==> src/xcfr_pkg.sv <==
// ============================================================================
// xcfr_pkg
// Shared types and constants for the XOR-checked frame receiver.
// ============================================================================
package xcfr_pkg;

    localparam int FRAME_LEN = 8;                      // bytes per frame, 3..64
    localparam int IDX_W     = $clog2(FRAME_LEN);      // frame store address
    localparam int WI_W      = $clog2(FRAME_LEN + 1);  // write index, 0..FRAME_LEN

    localparam int BYTE_W    = 8;
    localparam int TICK_W    = 16;
    localparam int POS_W     = 6;
    localparam int CFG_IDX_W = 2;
    localparam int CFG_W     = 16;

    // input item codes
    localparam logic CMD_BYTE = 1'b0;
    localparam logic CMD_TICK = 1'b1;

    // configuration register indexes
    localparam logic [CFG_IDX_W-1:0] REG_START   = 2'd0;
    localparam logic [CFG_IDX_W-1:0] REG_END     = 2'd1;
    localparam logic [CFG_IDX_W-1:0] REG_TIMEOUT = 2'd2;

    // configuration reset values
    localparam logic [BYTE_W-1:0] START_RST   = 8'h00;
    localparam logic [BYTE_W-1:0] END_RST     = 8'hFF;
    localparam logic [TICK_W-1:0] TIMEOUT_RST = 16'd1000;

    // checksum seed
    localparam logic [BYTE_W-1:0] XOR_SEED = 8'h00;

    typedef logic [BYTE_W-1:0] byte_t;
    typedef logic [IDX_W-1:0]  idx_t;

    // frame store access from the controller
    typedef struct packed {
        logic  wr_en;
        idx_t  wr_addr;
        byte_t wr_data;
        logic  rd_en;
        idx_t  rd_addr;
    } store_req_t;

endpackage

==> src/xcfr_if.sv <==
// ============================================================================
// xcfr_in_if / xcfr_out_if
// Valid/ready channels for received items and verified frame bytes.
// ============================================================================
interface xcfr_in_if;
    import xcfr_pkg::*;

    logic        valid;
    logic        ready;
    logic        cmd;
    byte_t       rx_byte;

    modport source (output valid, output cmd, output rx_byte, input ready);
    modport sink   (input valid, input cmd, input rx_byte, output ready);
endinterface

interface xcfr_out_if;
    import xcfr_pkg::*;

    logic             valid;
    logic             ready;
    byte_t            frame_byte;
    logic [POS_W-1:0] byte_position;
    logic             last_of_frame;

    modport source (output valid, output frame_byte, output byte_position,
                    output last_of_frame, input ready);
    modport sink   (input valid, input frame_byte, input byte_position,
                    input last_of_frame, output ready);
endinterface

==> src/xcfr_ram.sv <==
// ============================================================================
// xcfr_ram
// Generic single-port-write, single-port-read RAM with registered read.
// ============================================================================
module xcfr_ram #(
    parameter int WIDTH = 8,
    parameter int DEPTH = 8
) (
    input  logic                     clk,
    input  logic                     wr_en,
    input  logic [$clog2(DEPTH)-1:0] wr_addr,
    input  logic [WIDTH-1:0]         wr_data,
    input  logic                     rd_en,
    input  logic [$clog2(DEPTH)-1:0] rd_addr,
    output logic [WIDTH-1:0]         rd_data
);

    logic [WIDTH-1:0] mem [DEPTH];

    always_ff @(posedge clk)
    begin
        if (wr_en)
        begin
            mem[wr_addr] <= wr_data;
        end
        if (rd_en)
        begin
            rd_data <= mem[rd_addr];
        end
    end

endmodule

==> src/xcfr_store.sv <==
// ============================================================================
// xcfr_store
// Frame store: RAM plus per-entry valid bits; unwritten entries read as zero.
// ============================================================================
module xcfr_store (
    input  logic                   clk,
    input  logic                   rst_n,
    input  xcfr_pkg::store_req_t   req,
    output xcfr_pkg::byte_t        rd_data
);
    import xcfr_pkg::*;

    logic [FRAME_LEN-1:0] vld_reg;
    logic                 rd_vld_reg;
    byte_t                ram_q;

    xcfr_ram #(
        .WIDTH (BYTE_W),
        .DEPTH (FRAME_LEN)
    ) u_ram (
        .clk     (clk),
        .wr_en   (req.wr_en),
        .wr_addr (req.wr_addr),
        .wr_data (req.wr_data),
        .rd_en   (req.rd_en),
        .rd_addr (req.rd_addr),
        .rd_data (ram_q)
    );

    always_ff @(posedge clk or negedge rst_n)
    begin
        if (!rst_n)
        begin
            vld_reg    <= '0;
            rd_vld_reg <= 1'b0;
        end
        else
        begin
            if (req.wr_en)
            begin
                vld_reg[req.wr_addr] <= 1'b1;
            end
            if (req.rd_en)
            begin
                rd_vld_reg <= vld_reg[req.rd_addr];
            end
        end
    end

    assign rd_data = rd_vld_reg ? ram_q : '0;

endmodule

==> src/xor_checked_frame_receiver_unit.sv <==
// ============================================================================
// xor_checked_frame_receiver_unit
// Start/end delimited frame receiver with XOR checksum over a frame store.
// ============================================================================
//
//  channel   dir   handshake        payload
//  -------   ---   --------------   ---------------------------------------
//  in_ch     in    valid/ready      cmd, rx_byte
//  out_ch    out   valid/ready      frame_byte, byte_position, last_of_frame
//  cfg       in    cfg_we (no ack)  cfg_index, cfg_data
//
//  A tick, or a byte that does not trigger a verify, is handled in ST_IDLE.
//  A verifying byte starts a checksum walk through the store's single read
//  port, then each emitted byte is read, then shown until out_ch takes it;
//  in_ch is held off meanwhile.
//  Reset is immediate: store entries carry valid bits and read as zero until
//  written, so there is no clearing pass.
//
module xor_checked_frame_receiver_unit (
    input  logic                              clk,
    input  logic                              rst_n,
    xcfr_in_if.sink                           in_ch,
    xcfr_out_if.source                        out_ch,
    input  logic                              cfg_we,
    input  logic [xcfr_pkg::CFG_IDX_W-1:0]    cfg_index,
    input  logic [xcfr_pkg::CFG_W-1:0]        cfg_data
);
    import xcfr_pkg::*;

    localparam idx_t          LAST_IDX = idx_t'(FRAME_LEN - 1);
    localparam idx_t          SUM_IDX  = idx_t'(FRAME_LEN - 2);
    localparam logic [WI_W-1:0] WI_END = WI_W'(FRAME_LEN);

    typedef enum logic [2:0] {
        ST_IDLE,
        ST_CHECK,       // stream reads 0..FRAME_LEN-2, fold XOR
        ST_CHECK_END,   // checksum byte arrives, compare
        ST_EMIT_LOAD,   // read frame byte at idx
        ST_EMIT_SHOW    // present it until taken
    } state_t;

    state_t            state_reg, state_next;
    idx_t              idx_reg, idx_next;       // walk position, check and emit
    byte_t             acc_reg, acc_next;       // running XOR
    logic              in_frame_reg, in_frame_next;
    logic [WI_W-1:0]   wi_reg, wi_next;
    logic              vp_reg, vp_next;         // verify armed
    logic [TICK_W-1:0] ticks_reg, ticks_next;

    byte_t             start_reg, end_reg;
    logic [TICK_W-1:0] timeout_reg;

    store_req_t        req;
    byte_t             rd_data;

    logic              in_fire;
    logic              is_start, is_end;
    logic [WI_W-1:0]   wi_eff;
    logic [TICK_W-1:0] ticks_inc;

    xcfr_store u_store (
        .clk     (clk),
        .rst_n   (rst_n),
        .req     (req),
        .rd_data (rd_data)
    );

    // configuration registers
    always_ff @(posedge clk or negedge rst_n)
    begin
        if (!rst_n)
        begin
            start_reg   <= START_RST;
            end_reg     <= END_RST;
            timeout_reg <= TIMEOUT_RST;
        end
        else if (cfg_we)
        begin
            case (cfg_index)
                REG_START:   start_reg   <= cfg_data[BYTE_W-1:0];
                REG_END:     end_reg     <= cfg_data[BYTE_W-1:0];
                REG_TIMEOUT: timeout_reg <= cfg_data[TICK_W-1:0];
                default:     ;
            endcase
        end
    end

    assign in_ch.ready = (state_reg == ST_IDLE);
    assign in_fire     = in_ch.valid && in_ch.ready;

    // start wins over end when both match
    assign is_start  = (in_ch.rx_byte == start_reg);
    assign is_end    = !is_start && (in_ch.rx_byte == end_reg) && in_frame_reg;
    assign wi_eff    = is_start ? '0 : wi_reg;
    assign ticks_inc = (ticks_reg != '1) ? ticks_reg + TICK_W'(1) : ticks_reg;

    always_comb
    begin
        state_next    = state_reg;
        idx_next      = idx_reg;
        acc_next      = acc_reg;
        in_frame_next = in_frame_reg;
        wi_next       = wi_reg;
        vp_next       = vp_reg;
        ticks_next    = ticks_reg;

        req.wr_en   = 1'b0;
        req.wr_addr = wi_eff[IDX_W-1:0];
        req.wr_data = in_ch.rx_byte;
        req.rd_en   = 1'b0;
        req.rd_addr = idx_reg;

        case (state_reg)
            ST_IDLE:
            begin
                if (in_fire)
                begin
                    if (in_ch.cmd == CMD_TICK)
                    begin
                        ticks_next = ticks_inc;
                        // frame timed out: drop it, verify on next byte
                        if (in_frame_reg && (ticks_inc > timeout_reg))
                        begin
                            in_frame_next = 1'b0;
                            wi_next       = '0;
                            vp_next       = 1'b1;
                        end
                    end
                    else
                    begin
                        // at most one store per byte; writes past the buffer are dropped
                        req.wr_en = (is_start || in_frame_reg) && (wi_eff < WI_END);
                        if (is_start)
                        begin
                            in_frame_next = 1'b1;
                            wi_next       = WI_W'(1);
                            ticks_next    = '0;
                        end
                        else if (is_end)
                        begin
                            in_frame_next = 1'b0;   // end byte keeps the index
                        end
                        else if (in_frame_reg && (wi_reg < WI_END))
                        begin
                            wi_next = wi_reg + WI_W'(1);
                        end
                        if (vp_reg || is_end)
                        begin
                            vp_next    = 1'b0;
                            idx_next   = '0;
                            acc_next   = XOR_SEED;
                            state_next = ST_CHECK;
                        end
                    end
                end
            end

            ST_CHECK:
            begin
                req.rd_en = 1'b1;
                // data of idx-1 arrives this cycle
                if (idx_reg != '0)
                begin
                    acc_next = acc_reg ^ rd_data;
                end
                if (idx_reg == SUM_IDX)
                begin
                    state_next = ST_CHECK_END;
                end
                else
                begin
                    idx_next = idx_reg + idx_t'(1);
                end
            end

            ST_CHECK_END:
            begin
                idx_next   = '0;
                state_next = (acc_reg == rd_data) ? ST_EMIT_LOAD : ST_IDLE;
            end

            ST_EMIT_LOAD:
            begin
                req.rd_en  = 1'b1;
                state_next = ST_EMIT_SHOW;
            end

            ST_EMIT_SHOW:
            begin
                if (out_ch.ready)
                begin
                    if (idx_reg == LAST_IDX)
                    begin
                        state_next = ST_IDLE;
                    end
                    else
                    begin
                        idx_next   = idx_reg + idx_t'(1);
                        state_next = ST_EMIT_LOAD;
                    end
                end
            end

            default:
            begin
                state_next = ST_IDLE;
            end
        endcase
    end

    always_ff @(posedge clk or negedge rst_n)
    begin
        if (!rst_n)
        begin
            state_reg    <= ST_IDLE;
            idx_reg      <= '0;
            acc_reg      <= XOR_SEED;
            in_frame_reg <= 1'b0;
            wi_reg       <= '0;
            vp_reg       <= 1'b0;
            ticks_reg    <= '0;
        end
        else
        begin
            state_reg    <= state_next;
            idx_reg      <= idx_next;
            acc_reg      <= acc_next;
            in_frame_reg <= in_frame_next;
            wi_reg       <= wi_next;
            vp_reg       <= vp_next;
            ticks_reg    <= ticks_next;
        end
    end

    // store read data holds while shown, so the payload is stable on stall
    assign out_ch.valid         = (state_reg == ST_EMIT_SHOW);
    assign out_ch.frame_byte    = rd_data;
    assign out_ch.byte_position = POS_W'(idx_reg);
    assign out_ch.last_of_frame = (idx_reg == LAST_IDX);

    // ------------------------------------------------------------------------
    // assertions
    // ------------------------------------------------------------------------
    a_one_at_a_time: assert property (@(posedge clk) disable iff (!rst_n)
        out_ch.valid |-> !in_ch.ready)
        else $error("input taken while a frame is being emitted");

    a_last_returns: assert property (@(posedge clk) disable iff (!rst_n)
        (out_ch.valid && out_ch.ready && out_ch.last_of_frame) |=> in_ch.ready)
        else $error("not ready after last byte of frame");

    a_wi_bound: assert property (@(posedge clk) disable iff (!rst_n)
        wi_reg <= WI_END)
        else $error("write index beyond frame length");

    a_verify_closed: assert property (@(posedge clk) disable iff (!rst_n)
        vp_reg |-> !in_frame_reg)
        else $error("verify armed while a frame is open");

endmodule

==> src/flat_wrapper.sv <==
// flat-port wrapper written by rule: the top's interface ports become plain ports
module xor_checked_frame_receiver_unit_flat import xcfr_pkg::*;
  (clk, rst_n, cfg_we, cfg_index, cfg_data, in_ch_valid, in_ch_cmd, in_ch_rx_byte, in_ch_ready, out_ch_valid, out_ch_frame_byte, out_ch_byte_position, out_ch_last_of_frame, out_ch_ready);
  xcfr_in_if in_ch_i ();
  xcfr_out_if out_ch_i ();
  input  logic clk;
  input  logic rst_n;
  input  logic cfg_we;
  input  logic [xcfr_pkg::CFG_IDX_W-1:0] cfg_index;
  input  logic [xcfr_pkg::CFG_W-1:0] cfg_data;
  input wire logic [$bits(in_ch_i.valid)-1:0] in_ch_valid;
  input wire logic [$bits(in_ch_i.cmd)-1:0] in_ch_cmd;
  input wire logic [$bits(in_ch_i.rx_byte)-1:0] in_ch_rx_byte;
  output wire logic [$bits(in_ch_i.ready)-1:0] in_ch_ready;
  output wire logic [$bits(out_ch_i.valid)-1:0] out_ch_valid;
  output wire logic [$bits(out_ch_i.frame_byte)-1:0] out_ch_frame_byte;
  output wire logic [$bits(out_ch_i.byte_position)-1:0] out_ch_byte_position;
  output wire logic [$bits(out_ch_i.last_of_frame)-1:0] out_ch_last_of_frame;
  input wire logic [$bits(out_ch_i.ready)-1:0] out_ch_ready;
  assign in_ch_i.valid = in_ch_valid;
  assign in_ch_i.cmd = in_ch_cmd;
  assign in_ch_i.rx_byte = in_ch_rx_byte;
  assign in_ch_ready = in_ch_i.ready;
  assign out_ch_valid = out_ch_i.valid;
  assign out_ch_frame_byte = out_ch_i.frame_byte;
  assign out_ch_byte_position = out_ch_i.byte_position;
  assign out_ch_last_of_frame = out_ch_i.last_of_frame;
  assign out_ch_i.ready = out_ch_ready;
  xor_checked_frame_receiver_unit u_core (.clk(clk), .rst_n(rst_n), .in_ch(in_ch_i), .out_ch(out_ch_i), .cfg_we(cfg_we), .cfg_index(cfg_index), .cfg_data(cfg_data));
endmodule
==> config.mk <==
export PLATFORM = sky130hd
export DESIGN_NAME = xor_checked_frame_receiver_unit_flat
export DESIGN_NICKNAME = d
export VERILOG_FILES = /design/src/xcfr_pkg.sv /design/src/xcfr_if.sv /design/src/xcfr_ram.sv /design/src/xcfr_store.sv /design/src/xor_checked_frame_receiver_unit.sv /design/src/flat_wrapper.sv
export SDC_FILE = /design/constraint.sdc
export NUM_CORES = 1
export LEC_CHECK = 0
export BUFFER_PORTS_ARGS = -buffer_cell sky130_fd_sc_hd__buf_4
export CORE_ASPECT_RATIO = 0.6
export CORE_MARGIN = 4
export CORE_UTILIZATION = 40
export DETAILED_ROUTE_END_ITERATION = 10
export GPL_ROUTABILITY_DRIVEN = 0
export REMOVE_ABC_BUFFERS = 1
export SYNTH_ARGS = -nofsm -noshare
export SYNTH_HDL_FRONTEND = slang
export SYNTH_SLANG_ARGS = --single-unit
==> constraint.sdc <==
create_clock -name clk -period 4.8 [get_ports clk]
set_input_delay 0.24 -clock clk [delete_from_list [all_inputs] [get_ports clk]]
set_output_delay 0.24 -clock clk [all_outputs]
set_load 0.005 [all_outputs]
==> reports/results.ini, run 1 <==
[setup_path]
r2r-start = u_core.ticks_reg[0]$_DFFE_PN0P_
cp_max_fo = 5
crit_family = compound AO/OA/AOI/OAI gates
required_ps = 5100
r2r_slack_ps = 1020
crit_start = u_core.ticks_reg[0]$_DFFE_PN0P_
crit_chain = ha_1 > nand4_1 > nor4_1 > and3_1 > nand3b_1 > o21a_1 > ha_1 > nand4_1 > a2111o_1 > a32oi_2 > o311ai_1 > a221o_1
critical_path_class = flip-flop to flip-flop
slowest_stage = a2111o_1
end_kind = flip-flop
cp.arrival_ps = 4080
start_kind = flip-flop
worst-path-buf-inv = 0
slowest_delay_ps = 480

[synth]
ys_async_sr_fraction_pct = 51.68
synth_edf_count = 72
ys_ff_latch = 149
synth_cell_types = 72
syn_area_mm2 = 0.007351
synth_seq_area_share_pct = 55.86
ys.warnings.count = 0
synth_cells = 593
synthFlopType = edfxtp_1
syn_avg_cell_area_um2 = 12.40

[hold_path]
hp-class = input port to flip-flop
min_from = cfg_data[12]

[layout]
layout_common_cells = edfxtp_1, nand2_1, dfrtp_1
diodes = 0
mostFrequentLayoutCell = edfxtp_1
syn2layout_area_growth_pct = 16.12
fillers = 1590
drive_above_1_share_pct = 26.87
fin_nets = 696
largest_reg_flops = 64

[grt]
grt_pass1_vias = 4851
grt_pass1_wl_mm = 26.86
antenna_found_initial = 0
grt_usage_pct = 16.72
grt_max_degree = 72
grt-ovfl-total = 0

[job]
cap_violations = 0

[clocking]
post_cts_buffers = 0
clk_latency_ps = 420
cts_sinks = 149
path_clk_slew_ps = 60
numCtsBuffers = 17
root_buffer = clkbuf_16
cts_buffer_depth = 2
cts_hold_buf = 1
tritoncts = built
ctsResizeCount = 0
h-tree-depth = 4

[die]
num_io_pins = 49
die_h_um = 113.0
row_count = 38
core_mm2 = 0.01807
die_w_um = 183.0
start_util_pct = 40.69
die_area_mm2 = 0.02068

[sta]
whs_ps = 45.39
final.setup_skew_ps = 13.44
relSlewSlack_pct = 15.44
setup_violations = 0
rsz0062_at_grt = no
worstMarginPinSlew_ps = 1252
period_needed_ps = 3781
tns_ps = 0
min_period_over_period_pct = 78.77
slew_violations = 0
max_freq_ghz = 0.2645
final_hold_viol_count = 0

[drt]
drt-total-wl_mm = 16.45
drc = 0
vias = 4902
drtAntennaViolNets = 0
wl_per_cell_um = 18.38
dr.pass1.iters = 7
drt-initial-drc-count = 418
vias_per_cell = 5.477

[placement]
dp_hpwl_mm = 11.67
place.port_buffers = 45

[power_and_ir_drop]
p_leak_uw = 0.003491
peakVddDrop_v = 0.0002489
powerDensity_mw_per_mm2 = 516.0

[outcome]
status = finished clean

-- cell families (layout without fill, tap and decap cells) --
logic type               Yosys count  after routing  synth area share (%)
AO/OA/AOI/OAI                    102            102                 9.226
flip-flops                       149            149                 55.86
adder cells (fa/ha/maj)           22             22                 3.745
XOR/XNOR                          31             31                 3.694
multiplexers                      56             56                 11.37
buffers and inverters             56            116                 3.370
other                              1              3               0.05101
AND/OR/NAND/NOR                  176            176                 12.68
-- power breakdown --
part / internal, µW / total (µW) / switching (µW)
registers: 1610 / 1840 / 231
logic: 556 / 1220 / 664
clock network: 826 / 1350 / 521
-- synthesized netlist by cell type (5+ instances only) --
| cell | instances | area (µm²) |
|---|---|---|
| buf_4 | 6 | 45.04 |
| ha_1 | 22 | 275.3 |
| mux2_2 | 32 | 360.4 |
| or2_2 | 8 | 50.05 |
| xor2_1 | 8 | 70.07 |
| nor2_1 | 36 | 135.1 |
| xnor2_1 | 23 | 201.4 |
| dfstp_2 | 14 | 367.9 |
| clkbuf_1 | 8 | 30.03 |
| nand3_1 | 6 | 30.03 |
| o21ai_0 | 24 | 120.1 |
| edfxtp_1 | 72 | 2162 |
| a21oi_1 | 23 | 115.1 |
| buf_2 | 5 | 25.02 |
| mux4_2 | 18 | 405.4 |
| o31ai_1 | 16 | 120.1 |
| a31oi_1 | 7 | 43.79 |
| dfrtp_1 | 63 | 1577 |
| nand4_1 | 12 | 75.07 |
| nand2_1 | 65 | 244.0 |
| nor3_1 | 6 | 30.03 |
| nor2b_1 | 5 | 31.28 |
| inv_1 | 33 | 123.9 |
-- path summary, 6_finish.rpt --
check / end / cells past startpoint
max: u_core.wi_reg[2]$_DFFE_PN0P_ / 12
max reg2reg: u_core.wi_reg[2]$_DFFE_PN0P_ / 12
min reg2reg: u_core.u_store.vld_reg[0]$_DFFE_PN0P_ / 1
min: u_core.timeout_reg[12]$_DFFE_PN0P_ / 2
min in group asynchronous: u_core.acc_reg[6]$_DFFE_PN0P_ / 2
max in group asynchronous: u_core.start_reg[2]$_DFFE_PN0P_ / 3
-- stage by stage --
stage	setup slack (ps)	area, µm²	instances	utilization [%]	total power [µW]
after floorplan	1543	7238	573	-	2653
after global placement	1309	7916	862	43.82	3019
after detailed placement	1116	7916	862	43.82	3078
after CTS	1072	8536	895	47.24	4439
after global routing	767.3	8536	895	47.24	4674
final	1019	8536	895	47.24	4405
-- metal layers --
metal  part of all wire, %  GRT usage, %
met1                    49         25.14
met2                    42         23.44
met3                   7.0         4.915
met4                   1.3         4.861
met5                     0             0
-- layout make-up --
class	count	area, µm²	share of cell area (%)
inverter	34	127.6	1.495
clock inverter	9	85.08	0.9968
multi-input combinational	390	3014	35.31
sequential	149	4106	48.11
tap	240	300.3	3.518
timing repair buffer	50	377.9	4.427
clock buffer	23	524.3	6.142
No activity file was read; power rests on OpenSTA's default activity.
==> run 2: changes to the inputs <==
==> constraint.sdc (replaced) <==
create_clock -name clk -period 3.85 [get_ports clk]
set_input_delay 0.1925 -clock clk [delete_from_list [all_inputs] [get_ports clk]]
set_output_delay 0.1925 -clock clk [all_outputs]
set_load 0.005 [all_outputs]
==> run 2 against run 1 <==
- global-route usage rose by 0.29 points
- non-clock buffer count rose by 15
- clock power rose by 23%
- critical endpoint unchanged
- combinational power rose by 24%
==> reports/results.ini, run 2 (synthesized netlist as in run 1, its figures left out) <==
[die]
num_io_pins = 49  ; unchanged
start_util_pct = 40.69  ; unchanged
row_count = 38  ; unchanged
die_area_mm2 = 0.02068  ; unchanged
die_w_um = 183.0  ; unchanged
die_h_um = 113.0  ; unchanged
core_mm2 = 0.01807  ; unchanged

[sta]
max_freq_ghz = 0.2739  ; was 0.2645 GHz
whs_ps = 9.570  ; was 45.39 ps
tns_ps = 0  ; unchanged
rsz0062_at_grt = no  ; unchanged
slew_violations = 0  ; unchanged
worstMarginPinSlew_ps = 1130  ; was 1252 ps
min_period_over_period_pct = 94.82  ; was 78.77%
setup_violations = 0  ; unchanged
period_needed_ps = 3650  ; was 3781 ps
final_hold_viol_count = 0  ; unchanged
final.setup_skew_ps = 12.24  ; was 13.44 ps
relSlewSlack_pct = 23.66  ; was 15.44%

[drt]
vias = 4915  ; was 4902
drtAntennaViolNets = 0  ; unchanged
drc = 0  ; unchanged
routed.top_layer = met4  ; unchanged
wl_met1_mm = 8.477  ; was 8.117 mm
drt-total-wl_mm = 16.83  ; was 16.45 mm
route.met3.wl_mm = 1.058  ; was 1.143 mm
drt-initial-drc-count = 416  ; was 418
vias_per_cell = 5.401  ; was 5.477
wl_per_cell_um = 18.49  ; was 18.38 µm
wl_met2_mm = 7.116  ; was 6.979 mm
dr.pass1.iters = 5  ; was 7

[setup_path]
cp_max_fo = 5  ; unchanged
start_kind = flip-flop  ; unchanged
critical_path_class = flip-flop to flip-flop  ; unchanged
cp.arrival_ps = 3960  ; was 4080 ps
end_kind = flip-flop  ; unchanged
required_ps = 4160  ; was 5100 ps

[clocking]
clk_latency_ps = 430  ; was 420 ps
numCtsBuffers = 17  ; unchanged
path_clk_slew_ps = 70  ; was 60 ps
h-tree-depth = 4  ; unchanged
cts_sinks = 149  ; unchanged
root_buffer = clkbuf_16  ; unchanged
post_cts_buffers = 0  ; unchanged
cts_buffer_depth = 2  ; unchanged
tritoncts = built  ; unchanged

[layout]
multi_input_area_mm2 = 0.003010  ; was 0.003014 mm²
largest_reg_flops = 64  ; unchanged
mostFrequentLayoutCell = edfxtp_1  ; unchanged
fillers = 1611  ; was 1590
seqCellArea_mm2 = 0.004108  ; was 0.004106 mm²
drive_above_1_share_pct = 27.16  ; was 26.87%
syn2layout_area_growth_pct = 17.62  ; was 16.12%
fin_nets = 711  ; was 696
diodes = 0  ; unchanged
layout_common_cells = edfxtp_1, nand2_1, dfrtp_1  ; unchanged

[power_and_ir_drop]
powerDensity_mw_per_mm2 = 634.7  ; was 516.0 mW/mm²
p_total_uw = 5487  ; was 4405 µW
peakVddDrop_v = 0.0003614  ; was 0.0002489 V
p_leak_uw = 0.003542  ; was 0.003491 µW

[grt]
antenna_found_initial = 0  ; unchanged
grt_usage_pct = 17.00  ; was 16.72%
grt_pass1_wl_mm = 27.23  ; was 26.86 mm
grt_max_degree = 41  ; was 72
grt-ovfl-total = 0  ; unchanged
grt_pass1_vias = 4904  ; was 4851

[job]
cap_violations = 0  ; unchanged

[hold_path]
hp-class = input port to flip-flop  ; unchanged

[outcome]
status = finished clean  ; unchanged

[placement]
dp_hpwl_mm = 11.82  ; was 11.67 mm
place.port_buffers = 45  ; unchanged

## run 2: changes by cell type in the layout (fill, tap and decap cells not counted), sizes merged
cell / before / now
buf: 49 / 56
clkbuf: 23 / 17
clkinv: 5 / 6
dlygate4sd3: 1 / 9
inv: 36 / 41
## run 2: area by class of cell
| cell class | count | share of cell area, % |
|---|---|---|
| inverter | 34 | 1.476 |
| multi-input combinational | 390 | 34.82 |
| tap | 240 | 3.473 |
| timing repair buffer | 65 | 5.904 |
| clock buffer | 17 | 4.920 |
| clock inverter | 15 | 1.896 |
| sequential | 149 | 47.51 |
## run 2: final timing paths
check / from / to / slack, ps / cells after the start
setup / recovery: u_core.ticks_reg[0]$_DFFE_PN0P_ / u_core.wi_reg[2]$_DFFE_PN0P_ / 200 / 12
hold / removal: out_ch_ready / u_core.state_reg[2]$_DFFE_PN0P_ / 10 / 2
setup reg to reg: u_core.ticks_reg[0]$_DFFE_PN0P_ / u_core.wi_reg[2]$_DFFE_PN0P_ / 200 / 12
hold reg to reg: u_core.u_store.vld_reg[3]$_DFFE_PN0P_ / u_core.u_store.vld_reg[3]$_DFFE_PN0P_ / 460 / 1
max in group asynchronous: rst_n / u_core.end_reg[5]$_DFFE_PN1P_ / 2620 / 3
min in group asynchronous: rst_n / u_core.acc_reg[7]$_DFFE_PN0P_ / 270 / 2
## run 2: per-layer routing
layer | track usage, % | vias to the layer above
li1 | - | 2294
met1 | 26.06 | 2459
met2 | 23.78 | 142
met3 | 4.754 | 20
met4 | 4.315 | 0
met5 | 0 | -
## run 2: report_power, final
| part | internal [µW] | switching [µW] |
|---|---|---|
| clock | 921 | 740 |
| sequential | 2000 | 312 |
| combinational | 703 | 811 |
## run 2: critical path, stage by stage (launching register included)
cell and delay [ps]:
dfrtp_1 420, ha_1 270, nand4_1 220, nor4_2 330
and3_1 260, nand3b_1 110, o21a_1 120, ha_1 290
nand4_1 220, a2111o_1 500, a32oi_2 270, o311ai_1 200
a221o_1 330
## run 2: through the flow
stage                     cells  utilization [%]  cell area, µm²  setup slack, ps
after global placement      869            44.05            7959            353.0
after CTS                   910            47.81            8638            130.9
final                       910            47.85            8646            199.6
after global routing        910            47.85            8646            1.793
after detailed placement    869            44.05            7959            145.0
after floorplan             573                -            7238            593.3
## run 2: repair_timing
action,CTS,global route
hold buffers,9,0
resized for setup,0,2
endpoints found under the hold margin,45,0
endpoints found under the setup margin,0,3
==> run 3: changes to the inputs <==
==> constraint.sdc (replaced) <==
create_clock -name clk -period 4.1 [get_ports clk]
set_input_delay 0.205 -clock clk [delete_from_list [all_inputs] [get_ports clk]]
set_output_delay 0.205 -clock clk [all_outputs]
set_load 0.005 [all_outputs]
==> run 3 against run 2 <==
- total power shrank 6.8%
- via count decreased by 0.87%
- final cell count down 1.2%
- setup slack improved by 120 ps
- maximum frequency decreased by 3.4%
- largest cell class unchanged
- combinational power down 5%
- flip-flop and latch count unchanged
- critical path depth grew 1
- global-route usage shrank 0.58 points
==> reports/results.ini, run 3 (synthesized netlist as in run 1, its figures left out) <==
[setup_path]
cp.arrival_ps = 4090  ; was 3960 ps
slowest_stage = nor4_1  ; was a2111o_1
start_kind = flip-flop  ; unchanged
critical_path_class = flip-flop to flip-flop  ; unchanged
slowest_delay_ps = 460  ; was 500 ps
end_kind = flip-flop  ; unchanged
required_ps = 4410  ; was 4160 ps
worst-path-buf-inv = 0  ; unchanged
crit_chain = ha_1 > nand4_1 > nor4_1 > and3_1 > nand3b_1 > o21a_1 > ha_1 > nand4_1 > nor3_1 > nor4b_1 > a32oi_2 > o311ai_1 > a221o_1  ; was ha_1 > nand4_1 > nor4_2 > and3_1 > nand3b_1 > o21a_1 > ha_1 > nand4_1 > a2111o_1 > a32oi_2 > o311ai_1 > a221o_1
crit_family = simple AND/OR/NAND/NOR gates  ; was compound AO/OA/AOI/OAI gates
cp_max_fo = 5  ; unchanged

[placement]
dp_hpwl_mm = 11.75  ; was 11.82 mm
place.port_buffers = 45  ; unchanged
place_area_mm2 = 0.007924  ; was 0.007959 mm²

[clocking]
cts_buffer_depth = 2  ; unchanged
numCtsBuffers = 17  ; unchanged
h-tree-depth = 4  ; unchanged
post_cts_buffers = 0  ; unchanged
cts_sinks = 149  ; unchanged
tritoncts = built  ; unchanged
clk_latency_ps = 420  ; was 430 ps
root_buffer = clkbuf_16  ; unchanged
path_clk_slew_ps = 60  ; was 70 ps

[sta]
tns_ps = 0  ; unchanged
min_period_over_period_pct = 92.19  ; was 94.82%
slew_violations = 0  ; unchanged
period_needed_ps = 3780  ; was 3650 ps
whs_ps = 18.72  ; was 9.570 ps
rsz0062_at_grt = no  ; unchanged
relSlewSlack_pct = 14.41  ; was 23.66%
final.setup_skew_ps = 9.930  ; was 12.24 ps
final_hold_viol_count = 0  ; unchanged
setup_violations = 0  ; unchanged
worstMarginPinSlew_ps = 1267  ; was 1130 ps
max_freq_ghz = 0.2646  ; was 0.2739 GHz

[power_and_ir_drop]
p_leak_uw = 0.003476  ; was 0.003542 µW
powerDensity_mw_per_mm2 = 598.3  ; was 634.7 mW/mm²
peakVddDrop_v = 0.0003109  ; was 0.0003614 V

[drt]
vias_per_cell = 5.419  ; was 5.401
wl_per_cell_um = 18.16  ; was 18.49 µm
drc = 0  ; unchanged
vias = 4872  ; was 4915
drtAntennaViolNets = 0  ; unchanged
drt-initial-drc-count = 412  ; was 416
dr.pass1.iters = 5  ; unchanged
drt-total-wl_mm = 16.33  ; was 16.83 mm

[layout]
largest_reg_flops = 64  ; unchanged
syn2layout_area_growth_pct = 16.24  ; was 17.62%
mostFrequentLayoutCell = edfxtp_1  ; unchanged
drive_above_1_share_pct = 26.56  ; was 27.16%
finish.instance_area_mm2 = 0.008544  ; was 0.008646 mm²
layout_common_cells = edfxtp_1, nand2_1, dfrtp_1  ; unchanged
fin_nets = 700  ; was 711
diodes = 0  ; unchanged

[die]
row_count = 38  ; unchanged
num_io_pins = 49  ; unchanged
die_h_um = 113.0  ; unchanged
core_mm2 = 0.01807  ; unchanged
start_util_pct = 40.69  ; unchanged
die_area_mm2 = 0.02068  ; unchanged
die_w_um = 183.0  ; unchanged

[outcome]
status = finished clean  ; unchanged

[job]
cap_violations = 0  ; unchanged

[grt]
grt_pass1_vias = 4783  ; was 4904
grt-ovfl-total = 0  ; unchanged
antenna_found_initial = 0  ; unchanged
grt_max_degree = 55  ; was 41
grt_usage_pct = 16.42  ; was 17.00%
grt_pass1_wl_mm = 26.15  ; was 27.23 mm

[hold_path]
hp-class = input port to flip-flop  ; unchanged

run 3: changes by cell type in the layout (fill, tap and decap cells not counted), moves of 2 or more:
cell	before	now
buf_4	56	50
nor3_2	0	2
dlygate4sd3_1	9	4
nor3_1	6	4
clkinvlp_4	1	3
inv_8	4	1
run 3: cell type report:
class / instances / area [µm²]
Timing Repair Buffer: 54 / 415.4
Fill cell: 1611 / 9523
Tap cell: 240 / 300.3
Inverter: 34 / 127.6
Clock inverter: 14 / 151.4
Sequential cell: 149 / 4106
Multi-Input combinational cell: 390 / 3014
Clock buffer: 18 / 429.2
run 3: path summary, 6_finish.rpt:
| kind | start | endpoint | slack (ps) | cells after the start |
|---|---|---|---|---|
| max in group asynchronous | rst_n | u_core.start_reg[3]$_DFFE_PN0P_ | 2870 | 3 |
| worst min register to register | u_core.u_store.vld_reg[6]$_DFFE_PN0P_ | u_core.u_store.vld_reg[6]$_DFFE_PN0P_ | 460 | 1 |
| worst max register to register | u_core.ticks_reg[0]$_DFFE_PN0P_ | u_core.wi_reg[2]$_DFFE_PN0P_ | 320 | 13 |
| min in group asynchronous | rst_n | u_core.acc_reg[7]$_DFFE_PN0P_ | 220 | 2 |
| worst max-delay path | u_core.ticks_reg[0]$_DFFE_PN0P_ | u_core.wi_reg[2]$_DFFE_PN0P_ | 320 | 13 |
| worst min-delay path | cfg_data[15] | u_core.timeout_reg[15]$_DFFE_PN0P_ | 20 | 2 |
run 3: where the power goes:
group | internal (µW) | switching, µW | leakage [µW]
Combinational | 653 | 781 | 0.00159
Sequential | 1880 | 270 | 0.00161
Clock | 901 | 627 | 0.000273
Total | 3430 | 1680 | 0.00348
run 3: per-stage QoR:
step / power (µW) / std cells / setup slack [ps] / utilization [%]
finish: 5112 / 899 / 320.2 / 47.29
global route: 5437 / 899 / 116.0 / 47.29
CTS: 5152 / 899 / 403.4 / 47.29
detailed placement: 3612 / 863 / 418.5 / 43.86
global placement: 3537 / 863 / 595.3 / 43.86
floorplan: 3106 / 573 / 843.3 / -
run 3: repair_timing:
item | CTS | global route
hold buffers | 4 | 0
endpoints found under the setup margin | 0 | 0
hold endpoints to repair | 26 | 0
gates resized for setup | 0 | 0
run 3: metal layers:
layer  global-route usage, %  vias up  routed length [µm]
met4                   4.415        0                 169
li1                        -     2279                   -
met1                   25.01     2435                8271
met2                   23.24      145                6960
met5                       0        -                   0
met3                   4.305       13                 923
